**src/hw/rtl/ddssp_pkg.sv**
```systemverilog
`default_nettype none

package ddssp_pkg;

    // Width of the pulse length register and of the per-channel pulse counters.
    localparam int PULSE_CNT_BITS = 8;

    typedef logic [PULSE_CNT_BITS-1:0] t_pulse_cnt;

    localparam t_pulse_cnt PULSE_WIDTH_RESET = t_pulse_cnt'(2);
    localparam t_pulse_cnt PULSE_WIDTH_MIN   = t_pulse_cnt'(1);

    // Channel slots in the per-channel arrays.
    localparam int CH_LEFT  = 0;
    localparam int CH_RIGHT = 1;
    localparam int NUM_CH   = 2;

endpackage

`default_nettype wire

```
**src/hw/rtl/ddssp_ifs.sv**
```systemverilog
`default_nettype none

interface ddssp_in_if #(
    parameter int PHASE_BITS = 24
);
    logic                valid;
    logic                ready;
    logic [PHASE_BITS:0] left_increment;
    logic [PHASE_BITS:0] right_increment;
    logic                left_direction;
    logic                right_direction;

    modport source (
        output valid, left_increment, right_increment, left_direction, right_direction,
        input  ready
    );
    modport sink (
        input  valid, left_increment, right_increment, left_direction, right_direction,
        output ready
    );
endinterface

interface ddssp_res_if;
    logic valid;
    logic ready;
    logic left_step_level;
    logic right_step_level;
    logic left_pulse_started;
    logic right_pulse_started;
    logic left_direction_out;
    logic right_direction_out;

    modport source (
        output valid, left_step_level, right_step_level, left_pulse_started,
               right_pulse_started, left_direction_out, right_direction_out,
        input  ready
    );
    modport sink (
        input  valid, left_step_level, right_step_level, left_pulse_started,
               right_pulse_started, left_direction_out, right_direction_out,
        output ready
    );
endinterface

interface ddssp_cfg_if;
    logic                  valid;
    logic                  ready;
    ddssp_pkg::t_pulse_cnt data;

    modport source (output valid, data, input ready);
    modport sink   (input valid, data, output ready);
endinterface

`default_nettype wire

```
**src/hw/rtl/dual_dds_step_pulse_generator.sv**
```systemverilog
// Channel   Dir  Handshake      Item contents
// i_in      in   valid/ready    left/right phase increment, left/right direction
// o_res     out  valid/ready    step levels, pulse-start flags, directions
// i_cfg     in   valid/ready    pulse width in ticks (ready is always high)
//
// One item is taken every cycle unless o_res stalls; an accepted item goes
// into the input register, then through the phase add and compare into the
// result register. Throughput is one item per cycle while o_res.ready stays high.
// When o_res is stalled the result register holds, the input register fills,
// and then i_in.ready drops. Reset clears both phases, both pulse counters,
// the pipeline valid bits and sets the pulse width to two ticks.

`default_nettype none

module dual_dds_step_pulse_generator #(
    parameter int PHASE_BITS = 24
) (
    input  wire logic   i_clk,
    input  wire logic   i_rst_n,
    ddssp_in_if.sink    i_in,
    ddssp_res_if.source o_res,
    ddssp_cfg_if.sink   i_cfg
);
    import ddssp_pkg::*;

    localparam int INC_BITS = PHASE_BITS + 1;
    localparam logic [INC_BITS-1:0] PHASE_ONE = INC_BITS'(1) << PHASE_BITS;

    // Configuration.
    t_pulse_cnt r_pulse_width;
    t_pulse_cnt width_eff;

    // Input register.
    logic                r_in_valid;
    logic [INC_BITS-1:0] r_inc [NUM_CH];
    logic                r_dir [NUM_CH];

    // Channel state.
    logic [PHASE_BITS-1:0] r_phase [NUM_CH];
    t_pulse_cnt            r_rem   [NUM_CH];

    // Result register.
    logic r_out_valid;
    logic r_level   [NUM_CH];
    logic r_started [NUM_CH];
    logic r_dir_out [NUM_CH];

    // Next values of the channel state.
    logic [PHASE_BITS-1:0] n_phase [NUM_CH];
    t_pulse_cnt            n_rem   [NUM_CH];
    logic                  n_wrap  [NUM_CH];

    logic [INC_BITS-1:0] inc_sat [NUM_CH];
    logic [INC_BITS-1:0] sum     [NUM_CH];
    t_pulse_cnt          rem_dec [NUM_CH];

    logic advance;
    logic in_ready;

    assign advance  = r_in_valid && (!r_out_valid || o_res.ready);
    assign in_ready = !r_in_valid || advance;

    assign i_in.ready  = in_ready;
    assign i_cfg.ready = 1'b1;

    assign width_eff = (r_pulse_width == '0) ? PULSE_WIDTH_MIN : r_pulse_width;

    always_comb begin
        for (int c = 0; c < NUM_CH; c++) begin
            rem_dec[c] = (r_rem[c] != '0) ? r_rem[c] - t_pulse_cnt'(1) : '0;
            inc_sat[c] = (r_inc[c] > PHASE_ONE) ? PHASE_ONE : r_inc[c];
            // A zero increment leaves the top bit clear, so no pulse starts.
            sum[c]     = {1'b0, r_phase[c]} + inc_sat[c];
            n_wrap[c]  = sum[c][PHASE_BITS];
            n_phase[c] = sum[c][PHASE_BITS-1:0];
            n_rem[c]   = n_wrap[c] ? width_eff : rem_dec[c];
        end
    end

    always_ff @(posedge i_clk) begin
        if (!i_rst_n) begin
            r_pulse_width <= PULSE_WIDTH_RESET;
        end else if (i_cfg.valid) begin
            r_pulse_width <= i_cfg.data;
        end
    end

    always_ff @(posedge i_clk) begin
        if (!i_rst_n) begin
            r_in_valid <= 1'b0;
        end else if (in_ready) begin
            r_in_valid <= i_in.valid;
        end
    end

    always_ff @(posedge i_clk) begin
        if (in_ready && i_in.valid) begin
            r_inc[CH_LEFT]  <= i_in.left_increment;
            r_inc[CH_RIGHT] <= i_in.right_increment;
            r_dir[CH_LEFT]  <= i_in.left_direction;
            r_dir[CH_RIGHT] <= i_in.right_direction;
        end
    end

    always_ff @(posedge i_clk) begin
        if (!i_rst_n) begin
            for (int c = 0; c < NUM_CH; c++) begin
                r_phase[c] <= '0;
                r_rem[c]   <= '0;
            end
        end else if (advance) begin
            for (int c = 0; c < NUM_CH; c++) begin
                r_phase[c] <= n_phase[c];
                r_rem[c]   <= n_rem[c];
            end
        end
    end

    always_ff @(posedge i_clk) begin
        if (!i_rst_n) begin
            r_out_valid <= 1'b0;
        end else if (advance) begin
            r_out_valid <= 1'b1;
        end else if (o_res.ready) begin
            r_out_valid <= 1'b0;
        end
    end

    always_ff @(posedge i_clk) begin
        if (advance) begin
            for (int c = 0; c < NUM_CH; c++) begin
                r_level[c]   <= (n_rem[c] != '0);
                r_started[c] <= n_wrap[c];
                r_dir_out[c] <= r_dir[c];
            end
        end
    end

    assign o_res.valid               = r_out_valid;
    assign o_res.left_step_level     = r_level[CH_LEFT];
    assign o_res.right_step_level    = r_level[CH_RIGHT];
    assign o_res.left_pulse_started  = r_started[CH_LEFT];
    assign o_res.right_pulse_started = r_started[CH_RIGHT];
    assign o_res.left_direction_out  = r_dir_out[CH_LEFT];
    assign o_res.right_direction_out = r_dir_out[CH_RIGHT];

endmodule

`default_nettype wire

```
**src/flat_wrapper.sv**
```systemverilog
// flat-port wrapper written by rule: the top's interface ports become plain ports
module dual_dds_step_pulse_generator_flat import ddssp_pkg::*;
#(
    parameter int PHASE_BITS = 24
)
  (i_clk, i_rst_n, i_in_valid, i_in_left_increment, i_in_right_increment, i_in_left_direction, i_in_right_direction, i_in_ready, o_res_valid, o_res_left_step_level, o_res_right_step_level, o_res_left_pulse_started, o_res_right_pulse_started, o_res_left_direction_out, o_res_right_direction_out, o_res_ready, i_cfg_valid, i_cfg_data, i_cfg_ready);
  ddssp_in_if #(.PHASE_BITS(PHASE_BITS)) i_in_i ();
  ddssp_res_if o_res_i ();
  ddssp_cfg_if i_cfg_i ();
  input  wire logic i_clk;
  input  wire logic i_rst_n;
  input wire logic [$bits(i_in_i.valid)-1:0] i_in_valid;
  input wire logic [$bits(i_in_i.left_increment)-1:0] i_in_left_increment;
  input wire logic [$bits(i_in_i.right_increment)-1:0] i_in_right_increment;
  input wire logic [$bits(i_in_i.left_direction)-1:0] i_in_left_direction;
  input wire logic [$bits(i_in_i.right_direction)-1:0] i_in_right_direction;
  output wire logic [$bits(i_in_i.ready)-1:0] i_in_ready;
  output wire logic [$bits(o_res_i.valid)-1:0] o_res_valid;
  output wire logic [$bits(o_res_i.left_step_level)-1:0] o_res_left_step_level;
  output wire logic [$bits(o_res_i.right_step_level)-1:0] o_res_right_step_level;
  output wire logic [$bits(o_res_i.left_pulse_started)-1:0] o_res_left_pulse_started;
  output wire logic [$bits(o_res_i.right_pulse_started)-1:0] o_res_right_pulse_started;
  output wire logic [$bits(o_res_i.left_direction_out)-1:0] o_res_left_direction_out;
  output wire logic [$bits(o_res_i.right_direction_out)-1:0] o_res_right_direction_out;
  input wire logic [$bits(o_res_i.ready)-1:0] o_res_ready;
  input wire logic [$bits(i_cfg_i.valid)-1:0] i_cfg_valid;
  input wire logic [$bits(i_cfg_i.data)-1:0] i_cfg_data;
  output wire logic [$bits(i_cfg_i.ready)-1:0] i_cfg_ready;
  assign i_in_i.valid = i_in_valid;
  assign i_in_i.left_increment = i_in_left_increment;
  assign i_in_i.right_increment = i_in_right_increment;
  assign i_in_i.left_direction = i_in_left_direction;
  assign i_in_i.right_direction = i_in_right_direction;
  assign i_in_ready = i_in_i.ready;
  assign o_res_valid = o_res_i.valid;
  assign o_res_left_step_level = o_res_i.left_step_level;
  assign o_res_right_step_level = o_res_i.right_step_level;
  assign o_res_left_pulse_started = o_res_i.left_pulse_started;
  assign o_res_right_pulse_started = o_res_i.right_pulse_started;
  assign o_res_left_direction_out = o_res_i.left_direction_out;
  assign o_res_right_direction_out = o_res_i.right_direction_out;
  assign o_res_i.ready = o_res_ready;
  assign i_cfg_i.valid = i_cfg_valid;
  assign i_cfg_i.data = i_cfg_data;
  assign i_cfg_ready = i_cfg_i.ready;
  dual_dds_step_pulse_generator #(.PHASE_BITS(PHASE_BITS)) u_core (.i_clk(i_clk), .i_rst_n(i_rst_n), .i_in(i_in_i), .o_res(o_res_i), .i_cfg(i_cfg_i));
endmodule
```
**config.mk**
```make
export PLATFORM = sky130hd
export DESIGN_NAME = dual_dds_step_pulse_generator_flat
export DESIGN_NICKNAME = d
export VERILOG_FILES = /design/src/hw/rtl/ddssp_pkg.sv /design/src/hw/rtl/ddssp_ifs.sv /design/src/hw/rtl/dual_dds_step_pulse_generator.sv /design/src/flat_wrapper.sv
export SDC_FILE = /design/constraint.sdc
export NUM_CORES = 1
export LEC_CHECK = 0
export BUFFER_PORTS_ARGS = -buffer_cell sky130_fd_sc_hd__buf_4
export CAP_MARGIN = 25
export CORE_AREA = 2 2 135 137
export CTS_BUF_LIST = sky130_fd_sc_hd__clkbuf_4
export DETAILED_ROUTE_END_ITERATION = 10
export DIE_AREA = 0 0 137 139
export SLEW_MARGIN = 0
export SYNTH_ARGS = -nofsm -noshare
export SYNTH_HDL_FRONTEND = slang
export SYNTH_SLANG_ARGS = --single-unit
```
**constraint.sdc**
```tcl
create_clock -name i_clk -period 5.15 [get_ports i_clk]
set_input_delay 0.7725 -clock i_clk [delete_from_list [all_inputs] [get_ports i_clk]]
set_output_delay 0.7725 -clock i_clk [all_outputs]
set_load 0.01 [all_outputs]
```
## Word-level counts from Yosys, hierarchy flattened

Memory sizes are Yosys's and may differ from the RTL's.
Index checks and enable logic that the tools add are counted.

- Register bits: 10
- Bits in writable memories: 122
- Input port bits: 65
- Output and inout port bits: 9
- Memories: 7

Memory list:

| memory | depth | bits a word | rd ports | clocked after memory_dff | wr ports | RTL line | text |
|---|---|---|---|---|---|---|---|
| u_core.r_inc | 2 | 25 | 2 | 0 | 2 | dual_dds_step_pulse_generator.sv:35 | `logic [INC_BITS-1:0] r_inc [NUM_CH];` |
| u_core.r_phase | 2 | 24 | 2 | 0 | 2 | dual_dds_step_pulse_generator.sv:39 | `logic [PHASE_BITS-1:0] r_phase [NUM_CH];` |
| u_core.r_rem | 2 | 8 | 2 | 0 | 2 | dual_dds_step_pulse_generator.sv:40 | `t_pulse_cnt r_rem [NUM_CH];` |
| u_core.r_dir | 2 | 1 | 2 | 0 | 2 | dual_dds_step_pulse_generator.sv:36 | `logic r_dir [NUM_CH];` |
| u_core.r_dir_out | 2 | 1 | 2 | 0 | 2 | dual_dds_step_pulse_generator.sv:46 | `logic r_dir_out [NUM_CH];` |
| u_core.r_level | 2 | 1 | 2 | 0 | 2 | dual_dds_step_pulse_generator.sv:44 | `logic r_level [NUM_CH];` |
| 1 more memories | - | - | - | - | - | - |  |

- $add $sub $neg: 4
- Order comparisons: 2
- Multiplexer cells: 20
- Bitwise gates (word level): 4
- Reduce and logical (&&, ||, !) cells: 12

Operators with widths:

| cell | count |
|---|---|
| $mux 8 | 7 |
| $add 24x25->25 | 2 |
| $gt 25x25->1 const B | 2 |
| $mux 25 | 2 |
| $mux 24 | 2 |
| $reduce_bool 8->1 | 4 |
| $sub 8x1->8 const B | 2 |
| $mux 1 | 9 |
| $logic_not 8->1 | 1 |
| $or 1x1->1 | 4 |
| $logic_and 1x1->1 | 2 |
| $logic_not 1->1 | 2 |
| $logic_or 1x1->1 | 2 |
| $reduce_bool 2->1 | 1 |

## Longest topological paths before layout

Gate-level depths: netlist of run 1.

- Word-level depth: 7
- Depth in mapped cells: 14
- Depth with buffers taken out: 13

## Worst setup path before layout of run 1

No wires, ideal clock.

- Kind: reg2reg
- Start: memory u_core.r_inc[0][5] (netlist name)
- End: memory u_core.r_rem[0][0] (netlist name), data pin
- Arrival: 3.453 ns
- Data required time: 4.890 ns
- Slack: 1.437 ns
- Cell stages (with the launch flop): 15
- Period minus slack after synthesis: 3.713 ns
- Cells stage by stage: edfxtp_1 > nor4_1 > nand4_1 > o21ai_0 > clkbuf_1 > and2_1 > ha_1 > o21ai_1 > or2b_1 > a311oi_4 > o21ai_2 > and3_4 > or2_1 > buf_6 > mux2_4

RTL lines:

| what | RTL line |
|---|---|
| start, declared | dual_dds_step_pulse_generator.sv:35 |
| end, declared | dual_dds_step_pulse_generator.sv:40 |

==> key figures, run 1 <==
Worst setup path
  – CP Launch Point: u_core.r_inc[0][38]$_DFFE_PP_
  – Critical Path, Cell by Cell: nor4_1, nand4_1, o21ai_0, buf_4, and2_1, ha_1, a21oi_1, o21ai_1, a311oi_1, o221ai_1, or3b_1, nand2_4, mux2_2
  – Kind of launch point of the worst setup path: flip-flop
  – Critical path class: flip-flop to flip-flop
  – Critical Path Sink Type: flip-flop
  – Slowest Stage Delay on Critical Path: between 500 and 600 ps
  – Crit path arrival time: between 4000 and 5000 ps
  – R2R Path Start: u_core.r_inc[0][38]$_DFFE_PP_
  – Worst-path maximum fanout: 12
  – Flop-to-flop setup slack: 840 ps
  – Worst path slowest cell: or3b_1
  – Critical Path RT: 5480 ps

Die
  – Initial Util: 44.1%
  – Die Y-Extent: around 140 um
  – Die width: 137 um
  – FP Rows: 49
  – Num ports: 74
  – Core region area: 17700 um^2
  – Die footprint: between 15000 and 20000 um^2

Yosys
  – Total of warnings raised by yosys: 0
  – Asr flop ratio synth: 0%
  – Synth top area share: 47.1%
  – Main combinational cell family by area after synthesis: simple AND/OR/NAND/NOR gates
  – Synthesized area: just under 8000 um^2
  – Synth area leader: edfxtp_1
  – Synth Area in Simple Gates: 17.9%
  – Netlist cell types: 69
  – Most common cell in the netlist: edfxtp_1
  – Top FF cell, synth: edfxtp_1
  – Post-synthesis register bit count: 132
  – Most frequent cells after synthesis: 122 x edfxtp_1, 60 x nor2_1, 50 x ha_1
  – Post-Syn Instances: 721
  – Largest cells by area after synthesis: edfxtp_1 47%, ha_1 8.0%, and2_1 3.5%
  – Number of enable flip-flop cells after synthesis: 122
  – Adder-cell share of the synthesized area: 8.55%
  – Synth Area in Compound Gates: 14.6%
  – Synthesized netlist net count: 838
  – Mux contribution to synthesized area: 2.67%
  – Register area share after synthesis: 49.7%
  – Mean Syn Cell Area: roughly 11 um^2
  – Post-Synth XOR/XNOR Area: 4.39%

Final layout
  – Layout area overhead: 14.5%
  – Multi-input logic area: 3750 um^2
  – Final nets: 918
  – FF/Latch Area: 3860 um^2
  – Filler cells: 1638
  – Share of cells above drive strength 1: 15.8%

Global route
  – Vias in the first global route: approximately 5700
  – First-pass GRT wire length: 27700 um
  – Total track usage: around a fifth
  – Pin count of the biggest net entering global routing: 49
  – Initial antenna violation count: 1
  – Gr ovfl total: 0

Power
  – Logic pwr share: about 18%
  – Sw Ratio: 28.1%
  – Reg power frac: 51.8%
  – Worst IR drop on VDD: 134 uV
  – Switching Power: between 0.0007 and 0.0008 W
  – Clock network power share: 30.0%
  – Total Power: 0.00249 W
  – Pleak: 3.50 nW
  – Pwr/cell area: 280 nW/um^2
  – P_int: about 0.0018 W

CTS
  – Cts-stage hold buffer count: 0
  – Clk_lat worst skew: 560 ps
  – Clock Pin Slew Worst Setup and Hold Paths: ~120 ps
  – CTS tree: built
  – Setup bufs post-CTS: 0
  – Worst-case clock buffer depth: 2
  – H-Tree Level Count: 4
  – Post-cts resize count: 0
  – CTS Buf Count: 17
  – Clk Tree Root Cell: clkbuf_4
  – Sink Count: 132

Routing
  – Initial DRC count: 372
  – Drc violations: 0
  – Wire per inst: 16.5 um
  – Detailed Route WL: 17200 um
  – Via density: 5.57
  – Routed vias: 5814
  – Routed Antenna Nets: 0
  – Pre-antenna DRT Iters: 4

Timing
  – Slew headroom: about half
  – Slew Viols, Final: 0
  – RSZ-0062 raised after global routing: no
  – Final setup viols: 0
  – Tcrit/Tclk final: 83.6%
  – Slew of the pin with the lowest slew margin: 757 ps
  – Period minus WS final: 4310 ps
  – Setup TNS: 0 ps
  – Clock Skews: around 16 ps
  – Hold Slack: 382 ps
  – Hold Vio Cnt, Final: 0
  – Maximum clock frequency: 0.232 GHz

Hold path
  – HP Class: input port to flip-flop
  – Min-delay src: i_in_left_direction

Job
  – Max_cap viols: 0

Run status
  – Status: finished, final reports clean

Place
  – DP HPWL: 12800 um
  – IO buf count: 72
  – GPL Wtd Cong: about 0.86
layout by cell type, fill, tap and decap left out, drive strengths merged, types with 15 or more instances in the layout:
cell type,netlist,final
a211oi,15,15
a21oi,47,47
and2,44,44
buf,8,81
clkbuf,12,19
edfxtp,122,122
ha,50,50
inv,20,22
mux2i,17,17
nand2,40,40
nor2,60,60
nor2b,33,33
nor3,33,33
nor4,16,16
o21ai,38,38
xnor2,22,22
xor2,17,17
critical path: cells and delay by family (launching register included):
kind                     cells  cell delay (ps)
buffers and inverters        1              250
multiplexers                 1              340
adder cells (fa/ha/maj)      1              260
AO/OA/AOI/OAI                5             1530
flip-flops                   1              400
AND/OR/NAND/NOR              5             1310
layer usage:
metal  global-route usage (%)  share of wire (%)  vias to the layer above
li1                         -                  -                     2866
met1                     25.1                 46                     2746
met2                     29.6                 47                      174
met3                     3.87                4.8                       28
met4                     6.95                1.9                        0
met5                        0                  0                        -
path summary, 6_finish.rpt:
check / end / cells past startpoint
worst min register to register: u_core.r_dir_out[0][1]$_DFFE_PP_ / 0
worst max register to register: u_core.r_rem[0][8]$_SDFFCE_PN0P_ / 13
worst min-delay path: u_core.r_dir[0][0]$_DFFE_PP_ / 1
worst max-delay path: u_core.r_rem[0][8]$_SDFFCE_PN0P_ / 13
cells by family (layout without fill, tap and decap cells):
group / count (synthesis) / count (layout)
fa+ha+maj: 52 / 52
other cells: 1 / 2
buf+inv: 40 / 133
simple gates: 267 / 267
flops: 132 / 132
xor+xnor: 39 / 39
compound gates: 170 / 170
mux: 20 / 20
state kept, by name (all words and copies together) (netlist names):
register,cells
u_core.r_phase,48
u_core.o_res.valid,1
u_core.r_pulse_width,8
u_core.r_dir_out,2
u_core.r_in_valid,1
u_core.r_inc,50
u_core.r_started,2
u_core.r_dir,2
u_core.r_rem,16
u_core.r_level,2
area by class of cell:
class | count | area share, %
Sequential cell | 132 | 43.4
Tap cell | 229 | 3.22
Clock inverter | 13 | 1.77
Antenna cell | 1 | 0.0281
Multi-Input combinational cell | 549 | 42.1
Clock buffer | 19 | 1.60
Inverter | 20 | 0.842
Timing Repair Buffer | 81 | 7.05
power groups by stage:
stage / Sequential, W / Combinational, W / Clock [W]
2_1_floorplan: 0.00130 / 0.000329 / 0
3_3_place_gp: 0.00131 / 0.000437 / 0
3_5_place_dp: 0.00132 / 0.000447 / 0
4_1_cts: 0.00129 / 0.000450 / 0.000775
5_1_grt: 0.00130 / 0.000504 / 0.000817
6_report: 0.00129 / 0.000455 / 0.000748
metrics by stage:
stage	util (%)	instances	area, um^2	setup slack, ps
2_1_floorplan	-	721	7780	1440
3_3_place_gp	48.6	1010	8580	870
3_5_place_dp	48.6	1010	8580	823
4_1_cts	50.3	1042	8880	792
5_1_grt	50.5	1044	8910	520
6_report	50.5	1044	8910	843
Note: power is estimated with default switching activity, not from simulation.
==> run 2, diff against run 1 <==
ABC_AREA = 1   (was default)
CORE_AREA = 2 2 138 140   (was 2 2 135 137)
DIE_AREA = 0 0 140 142   (was 0 0 137 139)
clock period = 3.45 ns   (was 5.15 ns; I/O delays follow)
==> key figures, run 2 <==
Yosys
  – Adder-cell share of the synthesized area: around 8.2%
  – Netlist cell types: 41
  – Main combinational cell family by area after synthesis: simple AND/OR/NAND/NOR gates
  – Post-synthesis register bit count: around 130
  – Largest cells by area after synthesis: edfxtp_1 45%, nand2_1 8.8%, ha_1 7.7%
  – Top FF cell, synth: edfxtp_1
  – Synthesized area: 8140 um^2
  – Total of warnings raised by yosys: 0
  – Register area share after synthesis: 47.5%
  – Synthesized netlist net count: 1090
  – Mean Syn Cell Area: 8.37 um^2
  – Synth Area in Compound Gates: 12.5%
  – Mux contribution to synthesized area: 0%
  – Post-Syn Instances: 973
  – Most frequent cells after synthesis: 190 x nand2_1, 145 x inv_1, 137 x nor2_1
  – Number of enable flip-flop cells after synthesis: 122
  – Most common cell in the netlist: nand2_1
  – Synth top area share: 45.0%
  – Asr flop ratio synth: 0%
  – Post-Synth XOR/XNOR Area: 0%
  – Synth area leader: edfxtp_1
  – Synth Area in Simple Gates: 24.5%

Final layout
  – Most common cell after layout, fill and taps aside: nand2_1
  – Commonest cells after routing, fill and taps aside: 166 x nand2_1, 165 x buf_4, 138 x inv_1
  – Post-route cell area: 10500 um^2
  – Layout area overhead: 28.8%
  – Filler cells: roughly 1700
  – Largest Register: u_core.r_inc
  – Max reg flops: 50
  – FF/Latch Area: 3860 um^2
  – Final nets: around 1300
  – Top flop regs: u_core.r_inc: 50 flops, u_core.r_phase: 48 flops, u_core.r_rem: 16 flops
  – Share of cells above drive strength 1: 28.6%
  – Multi-input logic area: between 4000 and 5000 um^2

Run status
  – Failing checks: DRC
  – Status: finished, violations left

CTS
  – Cts-stage hold buffer count: 0
  – Clk_lat worst skew: 560 ps
  – Clk Tree Root Cell: clkbuf_4
  – H-Tree Level Count: 4
  – Sink Count: 132
  – Worst-case clock buffer depth: 2
  – Clock Pin Slew Worst Setup and Hold Paths: 140 ps
  – CTS tree: built
  – CTS Buf Count: 17

Routing
  – Wire per inst: 14.4 um
  – Routed Antenna Nets: 0
  – Drc violations: 5
  – Routed vias: 7027
  – Initial DRC count: 402
  – Via density: between 5 and 6
  – Detailed Route WL: slightly above 20000 um
  – Pre-antenna DRT Iters: 10

Power
  – Switching Power: approximately 0.0012 W
  – Logic pwr share: about 24%
  – P_int: 0.00274 W
  – Pleak: between 4 and 5 nW
  – Sw Ratio: 30.5%
  – Clock network power share: about 27%
  – Worst IR drop on VDD: 228 uV
  – Pwr/cell area: between 300 and 400 nW/um^2
  – Reg power frac: ~50%

Timing
  – Maximum clock frequency: 0.299 GHz
  – Hold Vio Cnt, Final: 0
  – Slew of the pin with the lowest slew margin: 646 ps
  – Slew Viols, Final: 0
  – Clock Skews: 32.9 ps
  – Slew headroom: 56.8%
  – Final setup viols: 0
  – Final setup margin: 108 ps
  – RSZ-0062 raised after global routing: yes
  – Period minus WS final: 3340 ps
  – Tcrit/Tclk final: between 90% and 100%

Place
  – IO buf count: 72
  – Area post-placement: 9530 um^2
  – Post-Place Setup Slack: -156 ps
  – GPL Wtd Cong: 0.912
  – DP HPWL: approximately 15000 um

Global route
  – Initial antenna violation count: 1
  – Vias in the first global route: between 6000 and 7000
  – Gr ovfl total: 0
  – First-pass GRT wire length: roughly 32000 um
  – Total track usage: 20.1%
  – Pin count of the biggest net entering global routing: 37

Job
  – Max_cap viols: 0

Hold path
  – HP Class: input port to flip-flop
  – Hold Path Depth: 1
  – Min-delay src: i_in_right_increment[6]
  – Worst Hold Path EP: u_core.r_inc[0][31]$_DFFE_PP_

Worst setup path
  – Critical Path RT: around 3800 ps
  – Reg2reg path depth: 21
  – CP Launch Point: u_core.r_inc[0][35]$_DFFE_PP_
  – Critical Path Sink Type: flip-flop
  – Worst-path maximum fanout: 8
  – Crit path arrival time: about 3700 ps
  – Critical path class: flip-flop to flip-flop
  – Flop-to-flop setup slack: 110 ps
  – Kind of launch point of the worst setup path: flip-flop
  – R2R Path Start: u_core.r_inc[0][35]$_DFFE_PP_
  – Reg-to-Reg End: u_core.r_level[0][1]$_DFFE_PP_

Die
  – Initial Util: 44.1%
  – Die footprint: 19900 um^2
  – Core region area: approximately 18000 um^2
  – Die width: ~140 um
  – Num ports: 74
  – Die Y-Extent: between 100 and 150 um
  – FP Rows: 50
[run 2: changes by cell type after synthesis, moves of 27 or more]
cell / before / now
nor2b_1: 33 / 0
inv_1: 20 / 145
nand3_1: 12 / 46
and2_1: 44 / 3
a21oi_1: 47 / 81
nand2_1: 39 / 190
nor2_1: 60 / 137
o21ai_0: 34 / 61
[run 2: what timing repair did]
item / CTS / global route
setup buffers: 2 / 23
gates resized for setup: 5 / 115
endpoints found under the setup margin: 10 / 46
cloned: 0 / 3
pin swaps: 2 / 50
[run 2: per-stage QoR]
step,hold slack [ps],power [W],std cells,util (%),setup TNS [ps]
detailed placement,414,0.00277,1343,51.7,-229
CTS,86.0,0.00385,1377,53.3,0
global placement,410,0.00277,1343,51.7,-160
global route,60.9,0.00416,1403,56.8,-696
finish,120,0.00395,1403,56.8,0
floorplan,400,0.00244,973,-,0
[run 2: routing by layer]
layer	up-vias	global-route usage, %	wire (um)
met1	3199	25.0	9120
met5	-	0	0
met2	138	35.3	9900
met3	36	4.00	733
met4	0	6.80	503
li1	3654	-	-
[run 2: layout make-up]
cell class,instances,share of cell area (%)
antenna,1,0.0239
sequential,132,36.9
clock inverter,12,1.22
timing repair buffer,172,13.1
clock buffer,20,1.43
tap,234,2.79
multi-input combinational,685,39.3
inverter,147,5.31
[run 2: worst max-delay path, stage by stage, from the launching register on]
cell      delay, ps
edfxtp_1        370
inv_1           100
nand4_1         170
nor4_2          320
buf_4           160
nand3_2          50
nand2_2         100
clkinv_4        100
buf_8           150
nor2_1           90
ha_1            260
or2_1           280
nand3_2         100
nand2_4          60
nand2_4         100
nand4_4         170
nand2_4         140
nand2_1          60
nand2_1          80
nand2_1          50
nor2_1          110
nand2_1          60
[run 2: cells by family (layout without fill, tap and decap cells)]
family | count (synthesis) | after routing
AO/OA/AOI/OAI | 183 | 183
adder cells (fa/ha/maj) | 52 | 52
buffers and inverters | 158 | 351
flip-flops | 132 | 132
other | 1 | 2
AND/OR/NAND/NOR | 447 | 449
[run 2: worst max path at each step]
stage	slack (ps)	to	cells after the start
floorplan	580	u_core.r_level[0][0]$_DFFE_PP_	21
global placement	-130	u_core.r_level[0][1]$_DFFE_PP_	24
detailed placement	-160	u_core.r_level[0][1]$_DFFE_PP_	20
CTS	9	u_core.r_level[0][1]$_DFFE_PP_	24
global route	-150	u_core.r_level[0][1]$_DFFE_PP_	22
finish	110	u_core.r_level[0][1]$_DFFE_PP_	21
[run 2: power by group through the flow]
stage / sequential [W] / clock (W) / combinational (W)
6_report: 0.00192 / 0.00107 / 0.000955
4_1_cts: 0.00191 / 0.00110 / 0.000835
3_3_place_gp: 0.00195 / 0 / 0.000821
5_1_grt: 0.00193 / 0.00117 / 0.00106
3_5_place_dp: 0.00195 / 0 / 0.000824
2_1_floorplan: 0.00194 / 0 / 0.000506
